--- src/sv/xrs_pkg.sv ---
// xrs_pkg: shared types, constants and helper functions for the xorshift128+ source
// holds request codes, unit status struct, hash constants and reset state words
// no dependencies
package xrs_pkg;

    localparam int WORD_W = 64;
    localparam int HALF_W = 32;
    localparam int DIV_W  = 63;
    localparam int DVS_W  = 33;
    localparam int CNT_W  = 6;

    localparam logic [WORD_W-1:0] MIX_A   = 64'hff51afd7ed558ccd;
    localparam logic [WORD_W-1:0] MIX_B   = 64'hc4ceb9fe1a85ec53;
    localparam logic [WORD_W-1:0] TOP_BIT = 64'h8000000000000000;

    localparam int MIX_SHIFT = 33;
    localparam int XS_SHL    = 23;
    localparam int XS_SHR_A  = 17;
    localparam int XS_SHR_B  = 26;

    typedef enum logic [2:0] {
        REQ_RAW    = 3'd0,
        REQ_LOW    = 3'd1,
        REQ_BELOW  = 3'd2,
        REQ_RANGE  = 3'd3,
        REQ_BOOL   = 3'd4,
        REQ_READ   = 3'd5,
        REQ_RESEED = 3'd6,
        REQ_NONE   = 3'd7
    } req_t;

    typedef struct packed {
        logic busy;
        logic done;
    } unit_status_t;

    function automatic logic [WORD_W-1:0] mix33(input logic [WORD_W-1:0] x);
        return x ^ (x >> MIX_SHIFT);
    endfunction

    // elaboration-time only, gives the reset state words
    function automatic logic [WORD_W-1:0] fmix64(input logic [WORD_W-1:0] x);
        logic [WORD_W-1:0] y;
        y = mix33(x);
        y = y * MIX_A;
        y = mix33(y);
        y = y * MIX_B;
        y = mix33(y);
        return y;
    endfunction

    localparam logic [WORD_W-1:0] RST_FIRST  = fmix64(TOP_BIT);
    localparam logic [WORD_W-1:0] RST_SECOND = fmix64(RST_FIRST);

endpackage

--- src/sv/xorshift128plus_random_source_core.sv ---
// xorshift128plus_random_source_core: xorshift128+ generator answering one request per item
// uses xrs_pkg, xrs_mul (reseed hash) and xrs_rem (bounded draws)
//
// usage
//   requests enter on the s_axis channel: tuser carries the request kind, tdata its
//   arguments. each request gives exactly one item on m_axis: tdata is the value,
//   tuser the zero-bound flag. the seed register is written with seed_we/seed_wdata
//   and is used by the next reseed request; the user must write it only while idle,
//   which the block itself does not enforce. one request is worked on at a time;
//   s_axis_tready is high only when idle. from accept to result valid: read state,
//   zero bound, empty range and unused codes go straight to the output step; raw,
//   low bits and boolean draws first draw from the generator; bounded and range
//   draws also wait on the bit-serial remainder unit, again for each rare
//   rejection retry; reseed runs four passes of the bit-serial multiplier.
//   a finished result sits in the output register; the next request is accepted
//   while it waits, and that request's result waits in turn until the receiver
//   takes the first one.
//   after reset the seed is 0 and the state words hold the hash of seed 0 (taken
//   as 2^63), as a reseed would give; no item is pending.
module xorshift128plus_random_source_core
    import xrs_pkg::*;
(
    input  logic          clk,
    input  logic          rst_n,
    input  logic          seed_we,
    input  logic [63:0]   seed_wdata,
    input  logic          s_axis_tvalid,
    output logic          s_axis_tready,
    // bit_count[5:0], bound[37:6], range_low[69:38], range_high[101:70],
    // word_select[102], zero[103]
    input  logic [103:0]  s_axis_tdata,
    // req_type[2:0]
    input  logic [2:0]    s_axis_tuser,
    output logic          m_axis_tvalid,
    input  logic          m_axis_tready,
    // value[63:0]
    output logic [63:0]   m_axis_tdata,
    // bad_bound[0]
    output logic [0:0]    m_axis_tuser
);

    typedef enum logic [3:0] {
        S_IDLE,
        S_DRAW,
        S_BDRAW,
        S_BREM,
        S_BCHK,
        S_HSTART,
        S_HWAIT,
        S_OUT
    } state_t;

    state_t            state_reg;
    req_t              req_reg;
    logic [CNT_W-1:0]  cnt_reg;
    logic [DVS_W-1:0]  n_reg;
    logic [HALF_W-1:0] lo_reg;
    logic [DIV_W-1:0]  d_reg;
    logic [WORD_W-1:0] work_reg;
    logic              mul_sel_reg;
    logic              pass_reg;
    logic [WORD_W-1:0] res_reg;
    logic              bad_reg;
    logic [WORD_W-1:0] first_reg;
    logic [WORD_W-1:0] second_reg;
    logic [WORD_W-1:0] seed_reg;
    logic              out_valid_reg;
    logic [WORD_W-1:0] out_data_reg;
    logic              out_bad_reg;

    req_t              in_req;
    logic [CNT_W-1:0]  in_cnt;
    logic [HALF_W-1:0] in_bound;
    logic [HALF_W-1:0] in_lo;
    logic [HALF_W-1:0] in_hi;
    logic              in_sel;
    logic              in_fire;

    logic [WORD_W-1:0] xs_a;
    logic [WORD_W-1:0] first_next;
    logic [WORD_W-1:0] second_next;
    logic [WORD_W-1:0] draw_val;
    logic [HALF_W-1:0] low_mask;
    logic [WORD_W-1:0] seed_eff;
    logic [WORD_W-1:0] chk;
    logic [WORD_W-1:0] mix_out;
    logic              slot_free;

    logic              mul_start;
    logic [WORD_W-1:0] mul_prod;
    unit_status_t      mul_st;
    logic              rem_start;
    logic [DVS_W-1:0]  rem_val;
    unit_status_t      rem_st;

    assign in_req   = req_t'(s_axis_tuser);
    assign in_cnt   = s_axis_tdata[5:0];
    assign in_bound = s_axis_tdata[37:6];
    assign in_lo    = s_axis_tdata[69:38];
    assign in_hi    = s_axis_tdata[101:70];
    assign in_sel   = s_axis_tdata[102];

    assign s_axis_tready = (state_reg == S_IDLE);
    assign in_fire       = s_axis_tvalid && s_axis_tready;

    // one xorshift128+ step
    assign xs_a        = first_reg ^ (first_reg << XS_SHL);
    assign first_next  = second_reg;
    assign second_next = xs_a ^ second_reg ^ (xs_a >> XS_SHR_A) ^ (second_reg >> XS_SHR_B);
    assign draw_val    = second_next + second_reg;

    assign low_mask = (cnt_reg >= CNT_W'(HALF_W)) ? '1 : ~({HALF_W{1'b1}} << cnt_reg[4:0]);
    assign seed_eff = (seed_reg == '0) ? TOP_BIT : seed_reg;

    // rejection test on d - v + n - 1
    assign chk = {1'b0, d_reg} - {{(WORD_W-DVS_W){1'b0}}, rem_val}
               + {{(WORD_W-DVS_W){1'b0}}, n_reg} - 64'd1;

    assign mix_out   = mix33(mul_prod);
    assign slot_free = !out_valid_reg || m_axis_tready;

    assign mul_start = (state_reg == S_HSTART);
    assign rem_start = (state_reg == S_BDRAW);

    xrs_mul u_mul (
        .clk     (clk),
        .rst_n   (rst_n),
        .start   (mul_start),
        .mcand   (work_reg),
        .mplier  (mul_sel_reg ? MIX_B : MIX_A),
        .product (mul_prod),
        .status  (mul_st)
    );

    xrs_rem u_rem (
        .clk       (clk),
        .rst_n     (rst_n),
        .start     (rem_start),
        .dividend  (draw_val[WORD_W-1:1]),
        .divisor   (n_reg),
        .remainder (rem_val),
        .status    (rem_st)
    );

    always_ff @(posedge clk or negedge rst_n)
    begin
        if (!rst_n)
        begin
            state_reg     <= S_IDLE;
            req_reg       <= REQ_NONE;
            cnt_reg       <= '0;
            n_reg         <= '0;
            lo_reg        <= '0;
            d_reg         <= '0;
            work_reg      <= '0;
            mul_sel_reg   <= 1'b0;
            pass_reg      <= 1'b0;
            res_reg       <= '0;
            bad_reg       <= 1'b0;
            first_reg     <= RST_FIRST;
            second_reg    <= RST_SECOND;
            seed_reg      <= '0;
            out_valid_reg <= 1'b0;
            out_data_reg  <= '0;
            out_bad_reg   <= 1'b0;
        end
        else
        begin
            if (seed_we)
            begin
                seed_reg <= seed_wdata;
            end

            if ((state_reg == S_OUT) && slot_free)
            begin
                out_valid_reg <= 1'b1;
                out_data_reg  <= res_reg;
                out_bad_reg   <= bad_reg;
            end
            else if (m_axis_tready)
            begin
                out_valid_reg <= 1'b0;
            end

            case (state_reg)
                S_IDLE:
                begin
                    if (in_fire)
                    begin
                        req_reg <= in_req;
                        cnt_reg <= in_cnt;
                        bad_reg <= 1'b0;
                        res_reg <= '0;
                        case (in_req)
                            REQ_RAW, REQ_LOW, REQ_BOOL:
                            begin
                                state_reg <= S_DRAW;
                            end
                            REQ_BELOW:
                            begin
                                if (in_bound == '0)
                                begin
                                    bad_reg   <= 1'b1;
                                    state_reg <= S_OUT;
                                end
                                else
                                begin
                                    n_reg     <= {1'b0, in_bound};
                                    lo_reg    <= '0;
                                    state_reg <= S_BDRAW;
                                end
                            end
                            REQ_RANGE:
                            begin
                                if (in_lo >= in_hi)
                                begin
                                    res_reg   <= {{(WORD_W-HALF_W){1'b0}}, in_lo};
                                    state_reg <= S_OUT;
                                end
                                else
                                begin
                                    n_reg     <= {1'b0, in_hi} - {1'b0, in_lo} + 33'd1;
                                    lo_reg    <= in_lo;
                                    state_reg <= S_BDRAW;
                                end
                            end
                            REQ_READ:
                            begin
                                res_reg   <= in_sel ? second_reg : first_reg;
                                state_reg <= S_OUT;
                            end
                            REQ_RESEED:
                            begin
                                work_reg    <= mix33(seed_eff);
                                mul_sel_reg <= 1'b0;
                                pass_reg    <= 1'b0;
                                state_reg   <= S_HSTART;
                            end
                            default:
                            begin
                                state_reg <= S_OUT;
                            end
                        endcase
                    end
                end
                S_DRAW:
                begin
                    first_reg  <= first_next;
                    second_reg <= second_next;
                    case (req_reg)
                        REQ_LOW:
                        begin
                            res_reg <= {{(WORD_W-HALF_W){1'b0}}, draw_val[HALF_W-1:0] & low_mask};
                        end
                        REQ_BOOL:
                        begin
                            res_reg <= {{(WORD_W-1){1'b0}}, draw_val[0]};
                        end
                        default:
                        begin
                            res_reg <= draw_val;
                        end
                    endcase
                    state_reg <= S_OUT;
                end
                S_BDRAW:
                begin
                    first_reg  <= first_next;
                    second_reg <= second_next;
                    d_reg      <= draw_val[WORD_W-1:1];
                    state_reg  <= S_BREM;
                end
                S_BREM:
                begin
                    if (rem_st.done)
                    begin
                        state_reg <= S_BCHK;
                    end
                end
                S_BCHK:
                begin
                    if (chk[WORD_W-1])
                    begin
                        state_reg <= S_BDRAW;
                    end
                    else
                    begin
                        res_reg   <= {{(WORD_W-HALF_W){1'b0}}, lo_reg + rem_val[HALF_W-1:0]};
                        state_reg <= S_OUT;
                    end
                end
                S_HSTART:
                begin
                    state_reg <= S_HWAIT;
                end
                S_HWAIT:
                begin
                    if (mul_st.done)
                    begin
                        if (!mul_sel_reg)
                        begin
                            work_reg    <= mix_out;
                            mul_sel_reg <= 1'b1;
                            state_reg   <= S_HSTART;
                        end
                        else if (!pass_reg)
                        begin
                            first_reg   <= mix_out;
                            work_reg    <= mix33(mix_out);
                            mul_sel_reg <= 1'b0;
                            pass_reg    <= 1'b1;
                            state_reg   <= S_HSTART;
                        end
                        else
                        begin
                            second_reg <= mix_out;
                            state_reg  <= S_OUT;
                        end
                    end
                end
                S_OUT:
                begin
                    if (slot_free)
                    begin
                        state_reg <= S_IDLE;
                    end
                end
                default:
                begin
                    state_reg <= S_IDLE;
                end
            endcase
        end
    end

    assign m_axis_tvalid   = out_valid_reg;
    assign m_axis_tdata    = out_data_reg;
    assign m_axis_tuser[0] = out_bad_reg;

    a_units_exclusive: assert property (@(posedge clk) disable iff (!rst_n)
        !(mul_st.busy && rem_st.busy))
        else $error("multiplier and remainder unit busy together");

    a_rem_below_divisor: assert property (@(posedge clk) disable iff (!rst_n)
        rem_st.done |-> (rem_val < n_reg))
        else $error("remainder not below divisor");

    a_bad_bound_zero: assert property (@(posedge clk) disable iff (!rst_n)
        (m_axis_tvalid && m_axis_tuser[0]) |-> (m_axis_tdata == '0))
        else $error("zero-bound item carries a nonzero value");

    a_accept_leaves_idle: assert property (@(posedge clk) disable iff (!rst_n)
        in_fire |=> (state_reg != S_IDLE))
        else $error("accepted item left the block idle");

endmodule

--- src/sv/xrs_mul.sv ---
// xrs_mul: bit-serial 64x64 multiplier keeping the low 64 product bits
// one multiplier bit per cycle; depends on xrs_pkg
module xrs_mul
    import xrs_pkg::*;
(
    input  logic              clk,
    input  logic              rst_n,
    input  logic              start,
    input  logic [WORD_W-1:0] mcand,
    input  logic [WORD_W-1:0] mplier,
    output logic [WORD_W-1:0] product,
    output unit_status_t      status
);

    logic [WORD_W-1:0] acc_reg;
    logic [WORD_W-1:0] a_reg;
    logic [WORD_W-1:0] b_reg;
    logic [CNT_W-1:0]  cnt_reg;
    logic              busy_reg;
    logic              done_reg;

    always_ff @(posedge clk or negedge rst_n)
    begin
        if (!rst_n)
        begin
            acc_reg  <= '0;
            a_reg    <= '0;
            b_reg    <= '0;
            cnt_reg  <= '0;
            busy_reg <= 1'b0;
            done_reg <= 1'b0;
        end
        else if (start)
        begin
            acc_reg  <= '0;
            a_reg    <= mcand;
            b_reg    <= mplier;
            cnt_reg  <= '0;
            busy_reg <= 1'b1;
            done_reg <= 1'b0;
        end
        else if (busy_reg)
        begin
            if (b_reg[0])
            begin
                acc_reg <= acc_reg + a_reg;
            end
            a_reg   <= a_reg << 1;
            b_reg   <= b_reg >> 1;
            cnt_reg <= cnt_reg + 1'b1;
            if (cnt_reg == CNT_W'(WORD_W - 1))
            begin
                busy_reg <= 1'b0;
                done_reg <= 1'b1;
            end
        end
        else
        begin
            done_reg <= 1'b0;
        end
    end

    assign product     = acc_reg;
    assign status.busy = busy_reg;
    assign status.done = done_reg;

endmodule

--- src/sv/xrs_rem.sv ---
// xrs_rem: restoring remainder unit, 63-bit dividend by 33-bit divisor
// one dividend bit per cycle; depends on xrs_pkg
module xrs_rem
    import xrs_pkg::*;
(
    input  logic             clk,
    input  logic             rst_n,
    input  logic             start,
    input  logic [DIV_W-1:0] dividend,
    input  logic [DVS_W-1:0] divisor,
    output logic [DVS_W-1:0] remainder,
    output unit_status_t     status
);

    logic [DIV_W-1:0] d_reg;
    logic [DVS_W-1:0] n_reg;
    logic [DVS_W-1:0] rem_reg;
    logic [CNT_W-1:0] cnt_reg;
    logic             busy_reg;
    logic             done_reg;
    logic [DVS_W:0]   trial;
    logic [DVS_W:0]   diff;

    assign trial = {rem_reg, d_reg[DIV_W-1]};
    assign diff  = trial - {1'b0, n_reg};

    always_ff @(posedge clk or negedge rst_n)
    begin
        if (!rst_n)
        begin
            d_reg    <= '0;
            n_reg    <= '0;
            rem_reg  <= '0;
            cnt_reg  <= '0;
            busy_reg <= 1'b0;
            done_reg <= 1'b0;
        end
        else if (start)
        begin
            d_reg    <= dividend;
            n_reg    <= divisor;
            rem_reg  <= '0;
            cnt_reg  <= '0;
            busy_reg <= 1'b1;
            done_reg <= 1'b0;
        end
        else if (busy_reg)
        begin
            // partial remainder stays below the divisor
            if (trial >= {1'b0, n_reg})
            begin
                rem_reg <= diff[DVS_W-1:0];
            end
            else
            begin
                rem_reg <= trial[DVS_W-1:0];
            end
            d_reg   <= d_reg << 1;
            cnt_reg <= cnt_reg + 1'b1;
            if (cnt_reg == CNT_W'(DIV_W - 1))
            begin
                busy_reg <= 1'b0;
                done_reg <= 1'b1;
            end
        end
        else
        begin
            done_reg <= 1'b0;
        end
    end

    assign remainder   = rem_reg;
    assign status.busy = busy_reg;
    assign status.done = done_reg;

endmodule

--- config.mk ---
export PLATFORM = sky130hd
export DESIGN_NAME = xorshift128plus_random_source_core
export DESIGN_NICKNAME = d
export VERILOG_FILES = /design/src/sv/xrs_pkg.sv /design/src/sv/xorshift128plus_random_source_core.sv /design/src/sv/xrs_mul.sv /design/src/sv/xrs_rem.sv
export SDC_FILE = /design/constraint.sdc
export NUM_CORES = 2
export LEC_CHECK = 0
export BUFFER_PORTS_ARGS = -buffer_cell sky130_fd_sc_hd__buf_2
export CORE_MARGIN = 10
export CORE_UTILIZATION = 55
export CTS_CLUSTER_SIZE = 28
export DETAILED_ROUTE_END_ITERATION = 8
export PLACE_DENSITY = 0.73
export SETUP_SLACK_MARGIN = 0.5
export SLEW_MARGIN = 20
export SYNTH_ARGS = -nofsm -noshare
export SYNTH_HDL_FRONTEND = slang
export SYNTH_SLANG_ARGS = --single-unit
--- constraint.sdc ---
create_clock -name clk -period 9.4 [get_ports clk]
set_input_delay 1.88 -clock clk [delete_from_list [all_inputs] [get_ports clk]]
set_output_delay 1.88 -clock clk [all_outputs]
set_load 0.01 [all_outputs]
==> out/metrics.yaml <==
routing:
  wire_per_inst_um: 24.6
  drc_errors: 0
  drtIter0Drc: 5276
  avgViaCountPerCell: 6.15
  routed_wl_um: 190000
  vias: 47454
  ant_nets: 0
  dr.pass1.iters: 8
logic_synthesis:
  syn_area_per_cell_um2: 8.96
  ys_top_cells_by_area: "dfrtp_1 (36%), ha_1 (7.8%), a21oi_1 (5.9%), xnor2_1 (4.8%), mux2i_1 (4.7%)"
  yosys.area.top_type: "dfrtp_1"
  synthCells: 6223
  synth_edf_count: 0
  synthFlopType: "dfrtp_1"
  synth_cell_types: 89
  synth_seq_cells: 866
  synthDominantCellAreaShare: 0.361
  ys_seq_area_frac: 0.390
  synth_warnings: 0
  postSynth.asyncResetShare: 1.00
  syn_area_um2: 55800
  synth_fp_nets: 6785
min_path:
  min_path_cells: 2
  hold_class: "reg2reg"
  hold_path.startpoint: "d_reg[32]"
  hold_path_end: "d_reg[32]"
clock_tree:
  cts_resized: 0
  max-clock-path-buffers: 3
  numCtsBuffers: 97
  h-tree-depth: 3
  cts_tree: "built"
  holdBufCountCts: 0
  insertion_delay_ns: 0.72
  clock_sinks: 866
  cts.clk_slew.worst_paths_ns: 0.06
  post_cts_buffers: 0
  root_buffer: "clkbuf_16"
place:
  dp_hpwl_um: 144000
  placed_area_um2: 57900
  gp_congestion: 1.02
  portBuffers: 241
worst_setup_path:
  path_cells: "buf_2 -> inv_1 -> ha_1 -> a21o_1 -> a221o_1 -> a221oi_1 -> o21ai_0 -> a21oi_1 -> o21ai_2 -> buf_4 -> nor2_1 -> nand3_2 -> buf_4 -> a211oi_1 -> a21oi_1"
  ff2ff_path_depth: 16
  slowest_delay_ns: 0.47
  cp.required_ns: 9.95
  rrSetupSlack_ns: 4.01
  startpoint_type: "input port"
  crit_path_end_kind: "register"
  cpMaxStageDelayCell: "a221oi_1"
  worstSetupPathType: "in2reg"
  r2r-end: "res_reg[37]"
  worstPathMaxFanout: 84
  r2r_start: "n_reg[26]"
  crit_arrival_ns: 5.95
global_routing:
  overflow: 0
  grt_max_degree: 168
  grt_pass1_wl_um: 287000
  grtUsageTotal: 0.320
  grt_pass1_vias: 45776
  antenna_found_initial: 9
run:
  maxCapViolations: 0
sta:
  slew_headroom: 0.218
  slew_violations: 0
  period_needed_ns: 5.40
  hold_viol_final: 0
  max_freq_mhz: 185
  grt_setup_unrepaired: "false"
  tns_ns: 0
  setup_viol: 0
  finClkSkew_ns: 0.0516
  layout_worst_path_cycle_share: 0.574
  tightest_slew_ns: 1.16
final_layout:
  final_area_um2: 61600
  nFillCells: 8657
  layout_commonest_cell: "dfrtp_1"
  final_cell_mix: "dfrtp_1 (802), nand2_1 (685), a21oi_1 (656), nor2_1 (523), o21ai_0 (465)"
  seqCellArea_um2: 21800
  utilization: 0.614
  drive_gt1_frac: 0.113
  multiInputGateArea_um2: 31700
  area_growth_syn_to_layout_pct: 10.5
  fin_nets: 6829
floorplan:
  core_area_um2: 100000
  die_area_um2: 115000
  pin_count: 243
  fp.dieH_um: 338
  row_count: 116
  die_w_um: 338
  start_util: 0.556
run_status:
  status: "finished, final reports clean"
## worst max-delay path by stage
| stage | from | endpoint | slack [ns] | depth (start not counted) |
|---|---|---|---|---|
| 6_report | s_axis_tdata[52] | n_reg[26] | 4.00 | 15 |
| 3_5_place_dp | s_axis_tdata[52] | n_reg[1] | 3.42 | 15 |
| 3_3_place_gp | s_axis_tdata[52] | n_reg[1] | 3.41 | 15 |
| 2_1_floorplan | s_axis_tdata[71] | n_reg[31] | 4.69 | 17 |
| 5_1_grt | first_next[26] | res_reg[60] | 3.85 | 16 |
| 4_1_cts | n_reg[26] | res_reg[37] | 4.09 | 16 |
## through the flow
stage               hold WS (ns)  std cells  setup slack (ns)
finish                     0.479       7711              4.00
global route               0.498       7710              3.85
CTS                        0.485       7708              4.09
detailed placement         0.465       7525              3.42
global placement           0.460       7525              3.41
floorplan                  0.439       6223              4.69
## logic make-up (layout without fill, tap and decap cells)
group / after synthesis / count (layout) / share of synthesized area
buffers and inverters: 636 / 764 / 0.0434
other: 0 / 3 / 0
DFF: 866 / 866 / 0.390
adders and majority gates: 386 / 386 / 0.0917
xor gates and xnor gates: 483 / 483 / 0.0759
AOI/OAI and AO/OA: 1769 / 1769 / 0.191
muxes: 402 / 402 / 0.0754
and+or+nand+nor: 1681 / 1681 / 0.132
## layout make-up
type,instances,share of cell area
diodes,3,0.000122
clock buffers,127,0.0442
clock inverters,56,0.0161
inverters,291,0.0177
multi-input cells,4721,0.515
flip-flops and latches,866,0.353
well taps,1357,0.0276
repair buffers,290,0.0266
## cell usage after synthesis, drive strengths merged, types with 142 or more instances
library cell and n:
a21oi 658, clkbuf 295, dfrtp 804, ha 348, inv 291, mux2 142
mux2i 260, nand2 689, nor2 524, o21ai 476, xnor2 307, xor2 176
## layer usage
metal / wire [µm] / global-route usage / vias up
li1: - / - / 21874
met1: 80000 / 0.431 / 23251
met2: 86200 / 0.503 / 1897
met3: 13400 / 0.0532 / 422
met4: 10300 / 0.149 / 10
met5: 61 / 0 / -
## worst max-delay path: cells and delay by family
family,cells,cell delay [ns]
buf+inv,4,0.84
compound gates,8,2.26
fa+ha+maj,1,0.34
simple gates,2,0.54
Power is not shown: default switching activity piles up to over one toggle a cycle in this logic, so the estimate is an artifact.
